<file path="config.mk">
export PLATFORM = sky130hd
export DESIGN_NAME = urrl_ctrl
export DESIGN_NICKNAME = d
export VERILOG_FILES = /design/src/hw/rtl/urrl_pkg.sv /design/src/hw/rtl/urrl_ctrl.sv
export SDC_FILE = /design/constraint.sdc
export NUM_CORES = 1
export LEC_CHECK = 0
export BUFFER_PORTS_ARGS = -buffer_cell sky130_fd_sc_hd__buf_2
export CAP_MARGIN = 40
export CORE_MARGIN = 4
export CORE_UTILIZATION = 53
export DETAILED_ROUTE_END_ITERATION = 8
export PLACE_DENSITY = 0.82
export SLEW_MARGIN = 20
export SYNTH_ARGS = -nofsm -noshare
export SYNTH_HDL_FRONTEND = slang
export SYNTH_SLANG_ARGS = --single-unit
</file>
<file path="constraint.sdc">
create_clock -name aclk -period 1.95 [get_ports aclk]
set_input_delay 0.195 -clock aclk [delete_from_list [all_inputs] [get_ports aclk]]
set_output_delay 0.195 -clock aclk [all_outputs]
set_load 0.005 [all_outputs]
</file>
<file path="src/hw/rtl/urrl_pkg.sv">
// Shared types, constants and helper functions for the unicycle rollout block.
`timescale 1ns / 1ps
`default_nettype none
package urrl_pkg;

    localparam int MAX_BRAKE_STEPS_DEF = 64;
    localparam int CORDIC_STEPS        = 24;
    localparam int CFG_W               = 24;
    localparam int CFG_IDX_W           = 3;

    localparam logic signed [33:0] CORDIC_GAIN  = 34'sd652032874;
    localparam logic [29:0]        RAD_TO_PHASE = 30'd683565276;

    // Operation codes
    localparam logic [1:0] OP_START   = 2'd0;
    localparam logic [1:0] OP_CONTROL = 2'd1;
    localparam logic [1:0] OP_FINISH  = 2'd2;

    // Register indexes
    localparam logic [2:0] REG_FWD_SPEED  = 3'd0;
    localparam logic [2:0] REG_REV_SPEED  = 3'd1;
    localparam logic [2:0] REG_TURN_RATE  = 3'd2;
    localparam logic [2:0] REG_LIN_ACCEL  = 3'd3;
    localparam logic [2:0] REG_LIN_DECEL  = 3'd4;
    localparam logic [2:0] REG_TURN_ACCEL = 3'd5;
    localparam logic [2:0] REG_STEP_TIME  = 3'd6;
    localparam logic [2:0] REG_HORIZON    = 3'd7;

    typedef enum logic [3:0] {
        ST_IDLE,
        ST_START,
        ST_CHECK,
        ST_BRAKE_CHECK,
        ST_LIMIT,
        ST_VEL,
        ST_PROD,
        ST_MID,
        ST_PHASE,
        ST_CINIT,
        ST_CORDIC,
        ST_CFIX,
        ST_PROJ_LO,
        ST_PROJ_HI,
        ST_COMMIT,
        ST_EMIT
    } state_t;

    typedef struct packed {
        logic       load_in;
        logic       start;
        logic       take_dt;
        logic       brake;
        logic       limit;
        logic       vel;
        logic       prod;
        logic       mid;
        logic       phase;
        logic       cinit;
        logic       citer;
        logic [4:0] iter;
        logic       cfix;
        logic       proj_lo;
        logic       proj_hi;
        logic       commit;
        logic       emit;
        logic       emit_new;
        logic       emit_last;
        logic       emit_trunc;
    } ctrl_cmd_t;

    typedef struct packed {
        logic dt_pos;
        logic moving;
        logic out_free;
    } dp_status_t;

    // CORDIC arctangent table, binary angle with 2^32 per turn
    function automatic logic [29:0] atan_lut(input logic [4:0] idx);
        logic [29:0] r;
        case (idx)
            5'd0:  r = 30'd536870912;
            5'd1:  r = 30'd316933406;
            5'd2:  r = 30'd167458907;
            5'd3:  r = 30'd85004756;
            5'd4:  r = 30'd42667331;
            5'd5:  r = 30'd21354465;
            5'd6:  r = 30'd10679838;
            5'd7:  r = 30'd5340245;
            5'd8:  r = 30'd2670163;
            5'd9:  r = 30'd1335087;
            5'd10: r = 30'd667544;
            5'd11: r = 30'd333772;
            5'd12: r = 30'd166886;
            5'd13: r = 30'd83443;
            5'd14: r = 30'd41722;
            5'd15: r = 30'd20861;
            5'd16: r = 30'd10430;
            5'd17: r = 30'd5215;
            5'd18: r = 30'd2608;
            5'd19: r = 30'd1304;
            5'd20: r = 30'd652;
            5'd21: r = 30'd326;
            5'd22: r = 30'd163;
            5'd23: r = 30'd81;
            default: r = 30'd0;
        endcase
        return r;
    endfunction

    function automatic logic [16:0] abs17(input logic signed [15:0] v);
        logic signed [16:0] w;
        w = 17'(v);
        return v[15] ? 17'(-w) : 17'(w);
    endfunction

    // Move cur toward tgt by at most lim
    function automatic logic signed [15:0] approach(input logic signed [15:0] cur,
                                                    input logic signed [15:0] tgt,
                                                    input logic [16:0] lim);
        logic signed [17:0] d;
        logic signed [17:0] ls;
        logic signed [17:0] r;
        d  = 18'(tgt) - 18'(cur);
        ls = $signed({1'b0, lim});
        if (d > ls) d = ls;
        if (d < -ls) d = -ls;
        r = 18'(cur) + d;
        return r[15:0];
    endfunction

endpackage
`default_nettype wire

</file>
<file path="src/hw/rtl/urrl_ctrl.sv">
// Controller: sequences start, control and braking steps through the datapath.
`timescale 1ns / 1ps
`default_nettype none
module urrl_ctrl #(
    parameter int MAX_BRAKE_STEPS = urrl_pkg::MAX_BRAKE_STEPS_DEF
) (
    input  wire logic                 aclk,
    input  wire logic                 aresetn,
    input  wire logic                 s_valid,
    output logic                      s_ready,
    input  wire logic [1:0]           s_op,
    input  wire urrl_pkg::dp_status_t status,
    output urrl_pkg::ctrl_cmd_t       cmd
);

    localparam int CW = $clog2(MAX_BRAKE_STEPS + 1);

    urrl_pkg::state_t state_reg, state_next;
    logic [4:0]       iter_reg, iter_next;
    logic             brake_reg, brake_next;
    logic             stop_reg, stop_next;
    logic [CW-1:0]    n_reg, n_next;
    logic             is_last;

    assign is_last = brake_reg &&
                     ((CW'(n_reg + 1'b1) == CW'(MAX_BRAKE_STEPS)) || !status.moving);

    // State register
    always_ff @(posedge aclk) begin
        if (!aresetn) begin
            state_reg <= urrl_pkg::ST_IDLE;
            iter_reg  <= '0;
            brake_reg <= 1'b0;
            stop_reg  <= 1'b0;
            n_reg     <= '0;
        end else begin
            state_reg <= state_next;
            iter_reg  <= iter_next;
            brake_reg <= brake_next;
            stop_reg  <= stop_next;
            n_reg     <= n_next;
        end
    end

    // Next state and commands
    always_comb begin
        state_next = state_reg;
        iter_next  = iter_reg;
        brake_next = brake_reg;
        stop_next  = stop_reg;
        n_next     = n_reg;
        s_ready    = 1'b0;
        cmd        = '0;
        cmd.brake  = brake_reg;
        cmd.iter   = iter_reg;
        case (state_reg)
            urrl_pkg::ST_IDLE: begin
                s_ready = 1'b1;
                if (s_valid) begin
                    cmd.load_in = 1'b1;
                    stop_next   = 1'b0;
                    n_next      = '0;
                    case (s_op)
                        urrl_pkg::OP_START: begin
                            brake_next = 1'b0;
                            state_next = urrl_pkg::ST_START;
                        end
                        urrl_pkg::OP_CONTROL: begin
                            brake_next = 1'b0;
                            state_next = urrl_pkg::ST_CHECK;
                        end
                        urrl_pkg::OP_FINISH: begin
                            brake_next = 1'b1;
                            state_next = urrl_pkg::ST_BRAKE_CHECK;
                        end
                        default: state_next = urrl_pkg::ST_IDLE;
                    endcase
                end
            end
            urrl_pkg::ST_START: begin
                cmd.start  = 1'b1;
                state_next = urrl_pkg::ST_EMIT;
            end
            urrl_pkg::ST_CHECK: begin
                cmd.take_dt = 1'b1;
                state_next  = status.dt_pos ? urrl_pkg::ST_LIMIT : urrl_pkg::ST_IDLE;
            end
            urrl_pkg::ST_BRAKE_CHECK: begin
                cmd.take_dt = 1'b1;
                if (status.moving) begin
                    state_next = urrl_pkg::ST_LIMIT;
                end else begin
                    stop_next  = 1'b1;
                    state_next = urrl_pkg::ST_EMIT;
                end
            end
            urrl_pkg::ST_LIMIT: begin
                cmd.limit  = 1'b1;
                state_next = urrl_pkg::ST_VEL;
            end
            urrl_pkg::ST_VEL: begin
                cmd.vel    = 1'b1;
                state_next = urrl_pkg::ST_PROD;
            end
            urrl_pkg::ST_PROD: begin
                cmd.prod   = 1'b1;
                state_next = urrl_pkg::ST_MID;
            end
            urrl_pkg::ST_MID: begin
                cmd.mid    = 1'b1;
                state_next = urrl_pkg::ST_PHASE;
            end
            urrl_pkg::ST_PHASE: begin
                cmd.phase  = 1'b1;
                state_next = urrl_pkg::ST_CINIT;
            end
            urrl_pkg::ST_CINIT: begin
                cmd.cinit  = 1'b1;
                iter_next  = '0;
                state_next = urrl_pkg::ST_CORDIC;
            end
            urrl_pkg::ST_CORDIC: begin
                cmd.citer = 1'b1;
                iter_next = iter_reg + 5'd1;
                if (iter_reg == 5'(urrl_pkg::CORDIC_STEPS - 1)) begin
                    state_next = urrl_pkg::ST_CFIX;
                end
            end
            urrl_pkg::ST_CFIX: begin
                cmd.cfix   = 1'b1;
                state_next = urrl_pkg::ST_PROJ_LO;
            end
            urrl_pkg::ST_PROJ_LO: begin
                cmd.proj_lo = 1'b1;
                state_next  = urrl_pkg::ST_PROJ_HI;
            end
            urrl_pkg::ST_PROJ_HI: begin
                cmd.proj_hi = 1'b1;
                state_next  = urrl_pkg::ST_COMMIT;
            end
            urrl_pkg::ST_COMMIT: begin
                cmd.commit = 1'b1;
                state_next = urrl_pkg::ST_EMIT;
            end
            urrl_pkg::ST_EMIT: begin
                // Wait for the output register to free up
                if (status.out_free) begin
                    cmd.emit = 1'b1;
                    if (stop_reg) begin
                        cmd.emit_last = 1'b1;
                        state_next    = urrl_pkg::ST_IDLE;
                    end else begin
                        cmd.emit_new   = 1'b1;
                        cmd.emit_last  = is_last;
                        cmd.emit_trunc = is_last && status.moving;
                        if (brake_reg && !is_last) begin
                            n_next     = CW'(n_reg + 1'b1);
                            state_next = urrl_pkg::ST_LIMIT;
                        end else begin
                            state_next = urrl_pkg::ST_IDLE;
                        end
                    end
                end
            end
            default: state_next = urrl_pkg::ST_IDLE;
        endcase
    end

endmodule
`default_nettype wire

</file>
## After elaboration in Yosys (flattened, before gate mapping)

Cells that the tools add are included.

| storage, ports and cells | value |
|---|---|
| logic and storage cells | 91 |
| output and inout bits | 25 |
| input bits | 8 |
| bits in registers | 18 |

| operators by class | value |
|---|---|
| $add $sub $neg | 2 |
| equality and inequality tests | 25 |
| mux-type cells | 40 |
| reduce and logical (&&, ||, !) cells | 19 |

Operators with widths:

| operator | count |
|---|---|
| $pmux 4 s15 | 1 |
| $eq 4x4->1 const B | 8 |
| $mux 4 | 7 |
| $mux 7 | 4 |
| $mux 1 | 21 |
| $eq 4x3->1 const B | 4 |
| $pmux 7 s2 | 1 |
| $ne 2x2->1 const B | 6 |
| $pmux 5 s2 | 1 |
| $reduce_and 3->1 | 3 |
| $eq 4x2->1 const B | 2 |
| $reduce_bool 2->1 | 4 |
| $add 7x1->7 const B | 1 |
| $eq 7x7->1 const B | 1 |
| $mux 3 | 2 |
| $pmux 2 s3 | 1 |
| $reduce_or 2->1 | 3 |
| $add 5x1->5 const B | 1 |
| $eq 5x5->1 const B | 1 |
| $reduce_and 5->1 | 1 |
| $eq 4x1->1 const B | 1 |
| $logic_not 4->1 | 1 |
| $pmux 1 s2 | 2 |
| $logic_and 1x1->1 | 3 |
| other kinds (5) | 6 |

## Longest topological paths before layout

Gate-level depths: netlist of run 1.

| logic depth | value |
|---|---|
| depth after elaboration | 10 |
| depth in mapped cells | 7 |
| depth with buffers taken out | 6 |

## Worst setup path after synthesis of run 1

Ideal clock, no wire load.

| timing | value |
|---|---|
| path kind | register to register |
| start point | reg n_reg[0] |
| end point | reg n_reg[4] |
| path slack | 0.231 ns |
| buffers on the path | 0 |
| clock period less this slack | 1.719 ns |
| arrival | 1.644 ns |
| cell stages (with the launch flop) | 7 |
| library setup time | 0.075 ns |
| required time | 1.875 ns |
| cells stage by stage | dfxtp_1 > ha_1 > xor2_1 > nand4_1 > a21oi_4 > or4_1 > a31oi_1 |

| between the ends | value |
|---|---|
| longest elaborated chain between the ends | 8 |
| elaborated cells on any way between the ends | 12 |
| classes of those cells | add/sub (1); eq/ne (2); mux (4); reduce/logical (5) |

Ends and longest elaborated chain:

| what | line | RTL |
|---|---|---|
| start, declared | urrl_ctrl.sv:22 | `logic [CW-1:0] n_reg, n_next;` |
| start signal, assigned | urrl_ctrl.sv:41 | `n_reg <= n_next;` |
| $add 7x1->7 (*) | urrl_ctrl.sv:26, urrl_ctrl.sv:157 |  |
| $eq 7x7->1 | urrl_ctrl.sv:26 | `((CW'(n_reg + 1'b1) == CW'(MAX_BRAKE_STEPS)) \|\| !status.moving);` |
| $logic_or 1x1->1 | urrl_ctrl.sv:26 |  |
| $logic_and 1x1->1 | urrl_ctrl.sv:25 | `assign is_last = brake_reg &&` |
| $logic_not 1->1 | urrl_ctrl.sv:156 | `if (brake_reg && !is_last) begin` |
| $logic_and 1x1->1 | urrl_ctrl.sv:156 |  |
| $ne 2x2->1 (no line) | - |  |
| $reduce_and 5->1 (no line) | - |  |

Every way passes the cells marked *; elsewhere a longest branch is shown, timed or not. The select of a mux whose other input is x is not followed.
A chain may end at the register's enable or synchronous reset.

==> results of run 1 <==
==> what timing repair did <==
action,in CTS,in global routing
endpoints found under the setup margin,2,3
gates resized for setup,9,0
buffers inserted,5,1
pin swaps,7,5
==> cells in the mapped netlist (all sizes together) <==
library cell	n
a211o	2
a211oi	2
a21o	2
a21oi	20
a221o	1
a22o	1
a2bb2oi	1
a31oi	2
and2	2
and2b	1
and3	2
and4	2
and4b	1
and4bb	1
buf	3
clkbuf	7
dfxtp	18
ha	5
inv	12
mux2	2
mux2i	1
nand2	28
nand2b	2
nand3	10
nand3b	1
nand4	6
nand4b	1
nor2	20
nor3	6
nor4	2
o2111ai	1
o211a	1
o211ai	3
o21ai	14
o311a	1
o31ai	1
o32ai	1
or4	3
xor2	1
==> through the flow <==
stage                     hold WS (ns)  utilization, %
after floorplan                  0.348               -
after global placement           0.548            64.0
after detailed placement         0.547            64.0
after CTS                        0.212            68.3
after global routing             0.230            68.6
final                            0.208            68.6
==> path summary, 6_finish.rpt <==
check | startpoint | to | slack [ns] | cells past startpoint
setup / recovery | n_reg[1] | cmd[1] | -0.07 | 7
setup reg to reg | n_reg[1] | n_reg[4] | 0.07 | 8
hold reg to reg | n_reg[3] | n_reg[3] | 0.55 | 2
hold / removal | s_valid | state_reg[1] | 0.21 | 3
==> cell families after synthesis <==
kind of cell | count (synthesis)
AND/OR/NAND/NOR | 88
AO/OA/AOI/OAI | 53
buffers and inverters | 22
flip-flops | 18
adder cells (fa/ha/maj) | 5
multiplexers | 3
XOR/XNOR | 1
==> tightest hold or removal path, stage by stage <==
cell and delay [ns]:
buf_2 0.12, o21ai_1 0.13, a31oi_1 0.04
==> routing by layer <==
layer | up-vias | global-route usage (%) | share of wire, %
met2 | 72 | 39.0 | 48
met1 | 737 | 31.9 | 42
met4 | 0 | 11.3 | 2.2
li1 | 771 | - | -
met5 | - | 0 | 0
met3 | 12 | 3.92 | 7.3
==> power by group through the flow <==
stage	sequential (mW)	clock, mW	combinational (mW)
floorplan	0.486	0	0.693
global placement	0.500	0	0.949
detailed placement	0.501	0	0.955
CTS	0.490	0.246	0.970
global route	0.499	0.260	1.10
finish	0.491	0.244	0.980
==> area by class of cell <==
type / instances / area (um2)
Multi-Input combinational cell: 150 / 965
Fill cell: 212 / 786
Sequential cell: 18 / 369
Timing Repair Buffer: 45 / 262
Inverter: 12 / 45.0
Tap cell: 30 / 37.5
Clock buffer: 4 / 36.3
==> summary.txt, run 1 <==
Routing
  • Length of the first detailed-routing pass in iterations: 5
  • Via Count: around 1600
  • DRC violation count after routing: 0
  • Vias/cell: just over 6
  • Routed wire length per instance: 15.0 um
  • Antenna violation net count after detailed routing: 0
  • Detailed Route Iter0 Violations: around 120
  • Routed WL: ~3900 um

Finish
  • Antenna cells: 0
  • Finished Layout Cells: between 200 and 300
  • Most common library cell in the layout ignoring fill and taps: buf_2
  • P&R area growth vs syn: 22.8%
  • Total Nets Final: ~240
  • Highest-count cells in the layout ignoring fill and taps: buf_2 (32), nand2_1 (28), nor2_1 (20), a21oi_1 (19), dfxtp_1 (15)
  • Ratio of cells with drive above 1 in the final layout: a little under a third
  • Layout Cell Area excl Fill: 1710 um2
  • Number of flip-flops in the largest register: 7

STA
  • Pin slew with the least headroom to its limit: between 0.4 and 0.5 ns
  • Fin Setup TNS: -0.0728 ns
  • Fin. Hold Viols: 0
  • Setup repair after global routing missed its margin: true
  • Final setup slack of the worst path: -0.0728 ns
  • Setup violation total in the final timing report: 1
  • Worst clock skew on the final layout: roughly 0.011 ns
  • Final Cycle Share: 104%
  • Crit path time final: around 2 ns
  • Normalized max-slew margin: approximately 72%
  • Final Slew Violations: 0
  • Achievable frequency: ~490 MHz

Synth
  • Mean Syn Cell Area: around 7.3 um2
  • Count of distinct cell types in the synthesized netlist: 52
  • Xor/xnor share of the synthesized area: less than 1%
  • Post-Syn Instances: 190
  • Share of the synthesized area in the top cell type: ~26%
  • Yosys warning total: 0
  • Netlist area before placement: about 1400 um2
  • Post-synthesis sequential element count: 18
  • Yosys top cell by area: dfxtp_1
  • Cell types occupying the most area after synthesis: dfxtp_1 (26%), nand2_1 (7.5%), a21oi_1 (6.8%), nor2_1 (5.4%), ha_1 (4.5%)
  • Share of the yosys chip area belonging to registers: roughly a quarter
  • Multiplexer share of the synthesized area: 2.33%
  • Simple logic cell fraction of the synthesized area: ~34%
  • Synthesized-area fraction occupied by ao, oa, aoi and oai cells: a little over a quarter
  • Dominant combinational cell family by area after synthesis: simple AND/OR/NAND/NOR gates
  • Adder-cell share of the synthesized area: between 4 and 5%
  • Nets in the synthesized netlist: 203

Power and ir drop
  • Power Density: around 1000 nW/um2
  • Combinational fraction of design power: between 50% and 60%
  • Clk network pwr share: approximately 14%
  • Internal power summed over all cells: approximately 900 uW
  • Sw Pwr: just under 800 uW
  • Leakage component of the power: 0.759 nW
  • Part of the total power dissipated in sequential elements: between 20% and 30%
  • Highest ir drop seen on vdd: between 0.7 and 0.8 mV
  • Net Sw Frac: 45.9%
  • Overall Power: approximately 1.7 mW

Placement
  • Cells after DPL: 249
  • Buffers on Ports: 32
  • Half-perimeter wire length after detailed placement: between 2000 and 3000 um
  • Weighted congestion reported at the end of routability-driven placement: slightly below 0.9
  • Cell area after placement: approximately 1600 um2
  • Post-placement setup slack: between 0.1 and 0.15 ns

Floorplanning
  • # rows: 18
  • Vertical die dimension: ~60 um
  • Number of top-level pins: 33
  • Placeable core area: 2500 um2
  • Initial cell density of the core: 55.9%
  • Die footprint: between 3000 and 4000 um2
  • Horizontal extent of the die: ~60 um

Clock network
  • Skew-Pair Late Insertion Delay: slightly above 0.3 ns
  • Clock buffer count from CTS: 3
  • CTS tree: yes
  • Number of clock sinks: 18
  • # H-tree levels: 1
  • CTS clk-pin slew, worst paths: around 0.12 ns
  • Clock root buffer master: clkbuf_4
  • Deepest clock path buffer count: 2
  • Number of hold buffers added after CTS: 0

Global routing
  • Global route total overflow: 0
  • Maximum number of pins on one net before global-route repair: 14
  • Number of global-route vias before repair: 1465
  • Wire length of the first global-routing pass: 6670 um
  • Total GRT Usage: 24.4%
  • Number of antenna violations at the first check in global routing: 0

Setup path
  • Buffers and inverters on the worst path: 1
  • Largest stage delay on the critical path: around 0.38 ns
  • Cells along the critical path: ha_4 -> xor2_2 -> nand4_1 -> a21oi_4 -> o21ai_1 -> a21oi_1 -> buf_2
  • Kind of start point of the critical path: flop
  • Critical path's top delay family: compound AO/OA/AOI/OAI gates
  • Required time of the worst setup path: around 1.8 ns
  • Highest net fanout along the worst path: 4
  • Worst Setup End Kind: output pin
  • Master of the slowest instance on the critical path: dfxtp_4
  • Startpoint-to-endpoint class of the critical path: flop to output pin
  • Worst path arrival time: approximately 1.8 ns

Worst hold path
  • Hold/Removal Path Class: primary input to flop

Job
  • Max-cap violation count: 0

Outcome
  • Violations in the final reports: negative setup slack
  • Status: finished with violations
Power figures use the tool's default switching activity.
==> run 2: changes to the inputs <==
==> constraint.sdc (replaced) <==
create_clock -name aclk -period 1.95 [get_ports aclk]
set_input_delay 0.2925 -clock aclk [delete_from_list [all_inputs] [get_ports aclk]]
set_output_delay 0.2925 -clock aclk [all_outputs]
set_load 0.005 [all_outputs]
==> summary.txt, run 2 (synthesized netlist as in run 1, its figures left out) <==
STA
  • Pin slew with the least headroom to its limit: 0.440 ns (+0.0175 ns)
  • Final Cycle Share: 110% (+5.9 points)
  • Worst clock skew on the final layout: 0.00577 ns (-0.00502 ns)
  • Fin. Hold Viols: 0 (unchanged)
  • Fin Setup TNS: -0.304 ns (-0.231 ns)
  • Final setup slack of the worst path: -0.188 ns (-0.115 ns)
  • Crit path time final: 2.14 ns (+0.115 ns)
  • Achievable frequency: 468 MHz (-5.4%)
  • Setup violation total in the final timing report: 2 (+1)
  • Normalized max-slew margin: 70.6% (-1.2 points)
  • Setup repair after global routing missed its margin: true
  • Final hold slack: 0.308 ns (+0.101 ns)
  • Final Slew Violations: 0 (unchanged)

Floorplanning
  • Placeable core area: 2500 um2 (unchanged)
  • # rows: 18 (unchanged)
  • Initial cell density of the core: 55.9% (unchanged)
  • Horizontal extent of the die: 59.3 um (unchanged)
  • Number of top-level pins: 33 (unchanged)
  • Vertical die dimension: 59.3 um (unchanged)
  • Die footprint: 3520 um2 (unchanged)

Power and ir drop
  • Leakage component of the power: 0.776 nW (+2.2%)
  • Power Density: 993 nW/um2 (-0.72%)
  • Highest ir drop seen on vdd: 0.668 mV (-7.9%)

Routing
  • DRC violation count after routing: 0 (unchanged)
  • Routed WL: 3780 um (-2.7%)
  • Antenna violation net count after detailed routing: 0 (unchanged)
  • Via Count: 1541 (-3.2%)
  • Length of the first detailed-routing pass in iterations: 4 (-1)
  • Detailed Route Iter0 Violations: 74 (-37%)
  • Vias/cell: 5.88 (-4.3%)
  • Routed wire length per instance: 14.4 um (-3.8%)

Setup path
  • Required time of the worst setup path: 1.66 ns (-0.09 ns)
  • R2R Setup Slk: 0.09 ns (+0.02 ns)
  • Critical path's top delay family: flip-flops
  • CP startpoint: n_reg[0]
  • Critical register-to-register path startpoint: n_reg[0]
  • Worst Setup End Kind: output pin
  • Worst path arrival time: 1.85 ns (+0.02 ns)
  • Cells along the critical path: ha_4 -> xor2_2 -> nand4_1 -> buf_4 -> a21o_1 -> nor2_1 -> buf_2
  • Highest net fanout along the worst path: 3 (-1)
  • Buffers and inverters on the worst path: 2 (+1)
  • Startpoint-to-endpoint class of the critical path: flop to output pin
  • Largest stage delay on the critical path: 0.38 ns (about the same)
  • Master of the slowest instance on the critical path: dfxtp_4
  • Kind of start point of the critical path: flop

Global routing
  • Number of global-route vias before repair: 1345 (-8.2%)
  • Total GRT Usage: 22.7% (-1.7 points)
  • M1 GR Usage: 28.3% (-3.5 points)
  • Number of antenna violations at the first check in global routing: 0 (unchanged)
  • Global routing met3 resource utilization: 3.49% (-0.44 points)
  • Wire length of the first global-routing pass: 6180 um (-7.4%)
  • Maximum number of pins on one net before global-route repair: 16 (+2)
  • Met2 Resource Use GR: 38.1% (-0.94 points)
  • Global routing's busiest layer: met2
  • Global route total overflow: 0 (unchanged)

Clock network
  • Number of hold buffers added after CTS: 0 (unchanged)
  • # H-tree levels: 1 (unchanged)
  • Clock root buffer master: clkbuf_4
  • Number of clock sinks: 18 (unchanged)
  • CTS tree: yes
  • Clock buffer count from CTS: 3 (unchanged)
  • Skew-Pair Late Insertion Delay: 0.31 ns (about the same)
  • Deepest clock path buffer count: 2 (unchanged)
  • CTS clk-pin slew, worst paths: 0.11 ns (about the same)

Placement
  • Weighted congestion reported at the end of routability-driven placement: 0.810 (-8.9%)
  • Half-perimeter wire length after detailed placement: 2680 um (-1.5%)
  • Buffers on Ports: 32 (unchanged)

Finish
  • Most common library cell in the layout ignoring fill and taps: buf_2
  • Ratio of cells with drive above 1 in the final layout: 34.1% (+3.5 points)
  • Antenna cells: 0 (unchanged)
  • Number of flip-flops in the largest register: 7 (unchanged)
  • Highest-count cells in the layout ignoring fill and taps: buf_2 (32), nand2_1 (26), nor2_1 (20), a21oi_1 (19), buf_4 (15)
  • Total Nets Final: 246 (+1.2%)
  • P&R area growth vs syn: 25.4%

Outcome
  • Status: finished with violations
  • Violations in the final reports: negative setup slack

Worst hold path
  • Hold/Removal Path Class: primary input to flop
  • Startpoint of the worst hold path: aresetn

Job
  • Max-cap violation count: 0 (unchanged)
## run 2: path summary, 6_finish.rpt
path / end / cells past startpoint
min reg2reg: iter_reg[2] / 2
max reg2reg: n_reg[4] / 7
max: cmd[0] / 7
min: state_reg[0] / 2
## run 2: power by group
group	switching, mW	internal, mW
combinational	0.571	0.416
sequential	0.0788	0.426
clock	0.134	0.114
## run 2: final cells by class
cell class,instances,area [um2]
multi-input cells,150,973
clock buffers,4,36.3
flip-flops and latches,18,375
well taps,30,37.5
inverters,12,45.0
fillers,214,748
repair buffers,48,284
## run 2: stage by stage
step / instances / instance area [um2] / power (mW) / util [%] / setup slack, ns
finish: 262 / 1750 / 1.74 / 70.1 / -0.188
global route: 262 / 1750 / 1.89 / 70.1 / -0.241
CTS: 259 / 1710 / 1.69 / 68.3 / -0.143
detailed placement: 249 / 1600 / 1.44 / 64.0 / -0.000666
global placement: 249 / 1600 / 1.44 / 64.0 / 0.0711
floorplan: 190 / 1400 / 1.18 / - / 0.196
## run 2: metal layers
metal / routed length, um / up-vias
li1: - / 772
met1: 1620 / 705
met2: 1840 / 53
met3: 198 / 11
met4: 118 / 0
met5: 0 / -
## run 2: timing repair
item	in CTS	in global routing
buffers inserted	6	3
setup endpoints to repair	2	5
gates resized for setup	8	8
pin swaps	8	3
==> run 3: changes to the inputs <==
--- a/config.mk
+++ b/config.mk
@@ -7,7 +7,7 @@
 export LEC_CHECK = 0
 export BUFFER_PORTS_ARGS = -buffer_cell sky130_fd_sc_hd__buf_2
 export CAP_MARGIN = 40
-export CORE_MARGIN = 4
+export CORE_MARGIN = 3
 export CORE_UTILIZATION = 53
 export DETAILED_ROUTE_END_ITERATION = 8
 export PLACE_DENSITY = 0.82
==> summary.txt, run 3 (synthesized netlist as in run 1, its figures left out) <==
STA
  • Pin slew with the least headroom to its limit: 0.460 ns (+0.0200 ns)
  • Fin Setup TNS: -0.260 ns (+0.0438 ns)
  • Final Slew Violations: 0 (unchanged)
  • Final setup slack of the worst path: -0.153 ns (+0.0348 ns)
  • Normalized max-slew margin: 69.3% (-1.3 points)
  • Setup violation total in the final timing report: 2 (unchanged)
  • Achievable frequency: 475 MHz (+1.7%)
  • Fin. Hold Viols: 0 (unchanged)
  • Setup repair after global routing missed its margin: true
  • Crit path time final: 2.10 ns (-0.0348 ns)
  • Final Cycle Share: 108% (-1.8 points)
  • Worst clock skew on the final layout: 0.0104 ns (+0.00460 ns)

Setup path
  • Total stage count of the critical path: 7 (unchanged)
  • R2R Setup Slk: 0.03 ns (-0.06 ns)
  • Critical path's top delay family: compound AO/OA/AOI/OAI gates
  • Startpoint-to-endpoint class of the critical path: flop to output pin
  • Master of the slowest instance on the critical path: dfxtp_2
  • Buffers and inverters on the worst path: 1 (-1)
  • Cells along the critical path: ha_4 -> xor2_4 -> nand4_1 -> a21oi_4 -> o21ai_2 -> a21oi_1 -> buf_2
  • Required time of the worst setup path: 1.66 ns (about the same)
  • Highest net fanout along the worst path: 3 (unchanged)
  • Worst path arrival time: 1.81 ns (-0.04 ns)
  • Largest stage delay on the critical path: 0.38 ns (about the same)
  • Kind of start point of the critical path: flop
  • Worst Setup End Kind: output pin
  • Number of cells on the worst reg-to-reg path: 8 (+1)

Routing
  • Via Count: 1585 (+2.9%)
  • DRC violation count after routing: 0 (unchanged)
  • Routed wire length per instance: 15.8 um (+9.8%)
  • Antenna violation net count after detailed routing: 0 (unchanged)
  • Vias/cell: 6.17 (+4.9%)
  • Routed WL: 4070 um (+7.7%)
  • Detailed Route Iter0 Violations: 160 (+120%)
  • Length of the first detailed-routing pass in iterations: 4 (unchanged)

Outcome
  • Violations in the final reports: negative setup slack
  • Status: finished with violations

Global routing
  • Number of global-route vias before repair: 1412 (+5.0%)
  • Total GRT Usage: 25.1% (+2.4 points)
  • Maximum number of pins on one net before global-route repair: 19 (+3)
  • Wire length of the first global-routing pass: 6660 um (+7.8%)
  • Number of antenna violations at the first check in global routing: 0 (unchanged)
  • Global route total overflow: 0 (unchanged)

Job
  • Max-cap violation count: 0 (unchanged)

Clock network
  • Clock root buffer master: clkbuf_4
  • Deepest clock path buffer count: 2 (unchanged)
  • Clock buffer count from CTS: 3 (unchanged)
  • CTS clk-pin slew, worst paths: 0.11 ns (about the same)
  • Number of clock sinks: 18 (unchanged)
  • CTS tree: yes
  • Skew-Pair Late Insertion Delay: 0.30 ns (about the same)
  • Number of hold buffers added after CTS: 0 (unchanged)
  • # H-tree levels: 1 (unchanged)

Power and ir drop
  • Leakage component of the power: 0.763 nW (-1.7%)
  • Highest ir drop seen on vdd: 0.806 mV (+21%)
  • Overall Power: 1.68 mW (-3.4%)
  • Power Density: 973 nW/um2 (-2.1%)

Floorplanning
  • Initial cell density of the core: 59.1% (+3.3 points)
  • Placeable core area: 2360 um2 (-5.6%)
  • Vertical die dimension: 57.3 um (-3.4%)
  • Horizontal extent of the die: 57.3 um (-3.4%)
  • Number of top-level pins: 33 (unchanged)
  • Die footprint: 3290 um2 (-6.6%)
  • # rows: 17 (-1)

Finish
  • Highest-count cells in the layout ignoring fill and taps: buf_2 (32), nand2_1 (26), nor2_1 (20), a21oi_1 (19), buf_4 (13)
  • Total Nets Final: 244 (-0.81%)
  • Most common library cell in the layout ignoring fill and taps: buf_2
  • Ratio of cells with drive above 1 in the final layout: 33.6% (-0.43 points)
  • Antenna cells: 0 (unchanged)
  • P&R area growth vs syn: 23.7%
  • Number of flip-flops in the largest register: 7 (unchanged)

Placement
  • Buffers on Ports: 32 (unchanged)
  • Weighted congestion reported at the end of routability-driven placement: 0.937 (+16%)
  • Half-perimeter wire length after detailed placement: 2840 um (+5.7%)

Worst hold path
  • Cells on Worst Hold Path: 3 (+1)
  • Hold/Removal Path Class: primary input to flop
[run 3: cell count changes in the layout (fill, tap and decap cells not counted), sizes merged]
cell / delta
buf: -2
clkbuf: -1
[run 3: cell type report]
| type | count | area, um2 |
|---|---|---|
| clock buffers | 3 | 22.5 |
| inverters | 12 | 45.0 |
| multi-input cells | 150 | 986 |
| flip-flops and latches | 18 | 370 |
| fillers | 181 | 633 |
| repair buffers | 46 | 269 |
| well taps | 28 | 35.0 |
[run 3: layer usage]
metal	global-route usage, %	up-vias	wire [um]
li1	-	779	-
met1	32.6	708	1730
met2	41.4	86	1970
met3	5.43	12	299
met4	8.28	0	74
met5	0	-	0
[run 3: path summary, 6_finish.rpt]
path,start,to
worst max register to register,n_reg[1],n_reg[4]
worst max-delay path,n_reg[0],cmd[1]
worst min-delay path,s_valid,state_reg[1]
worst min register to register,n_reg[3],n_reg[3]
[run 3: tightest hold or removal path, cell delays in order]
cell and delay [ns]:
buf_2 0.13, o21ai_1 0.13, a31oi_1 0.04
[run 3: repair_timing]
item                                    CTS  global route
gates resized for setup                   9             7
setup buffers                             5             2
endpoints found under the setup margin    3             7
pin swaps                                 8             5
endpoints found under the hold margin     0             0
[run 3: per-stage QoR]
stage               cells  hold WS [ns]  cell area [um2]  worst slack [ns]  util (%)
floorplan             190         0.445             1400             0.196         -
global placement      247         0.536             1600            0.0880      67.7
detailed placement    247         0.556             1600           -0.0172      67.7
CTS                   255         0.317             1690           -0.0849      71.5
global route          257         0.337             1730            -0.240      73.2
finish                257         0.324             1730            -0.153      73.2
[run 3: power by group]
group,internal [mW],switching (mW)
Sequential,0.421,0.0861
Clock,0.0720,0.117
Combinational,0.395,0.590
Total,0.888,0.793
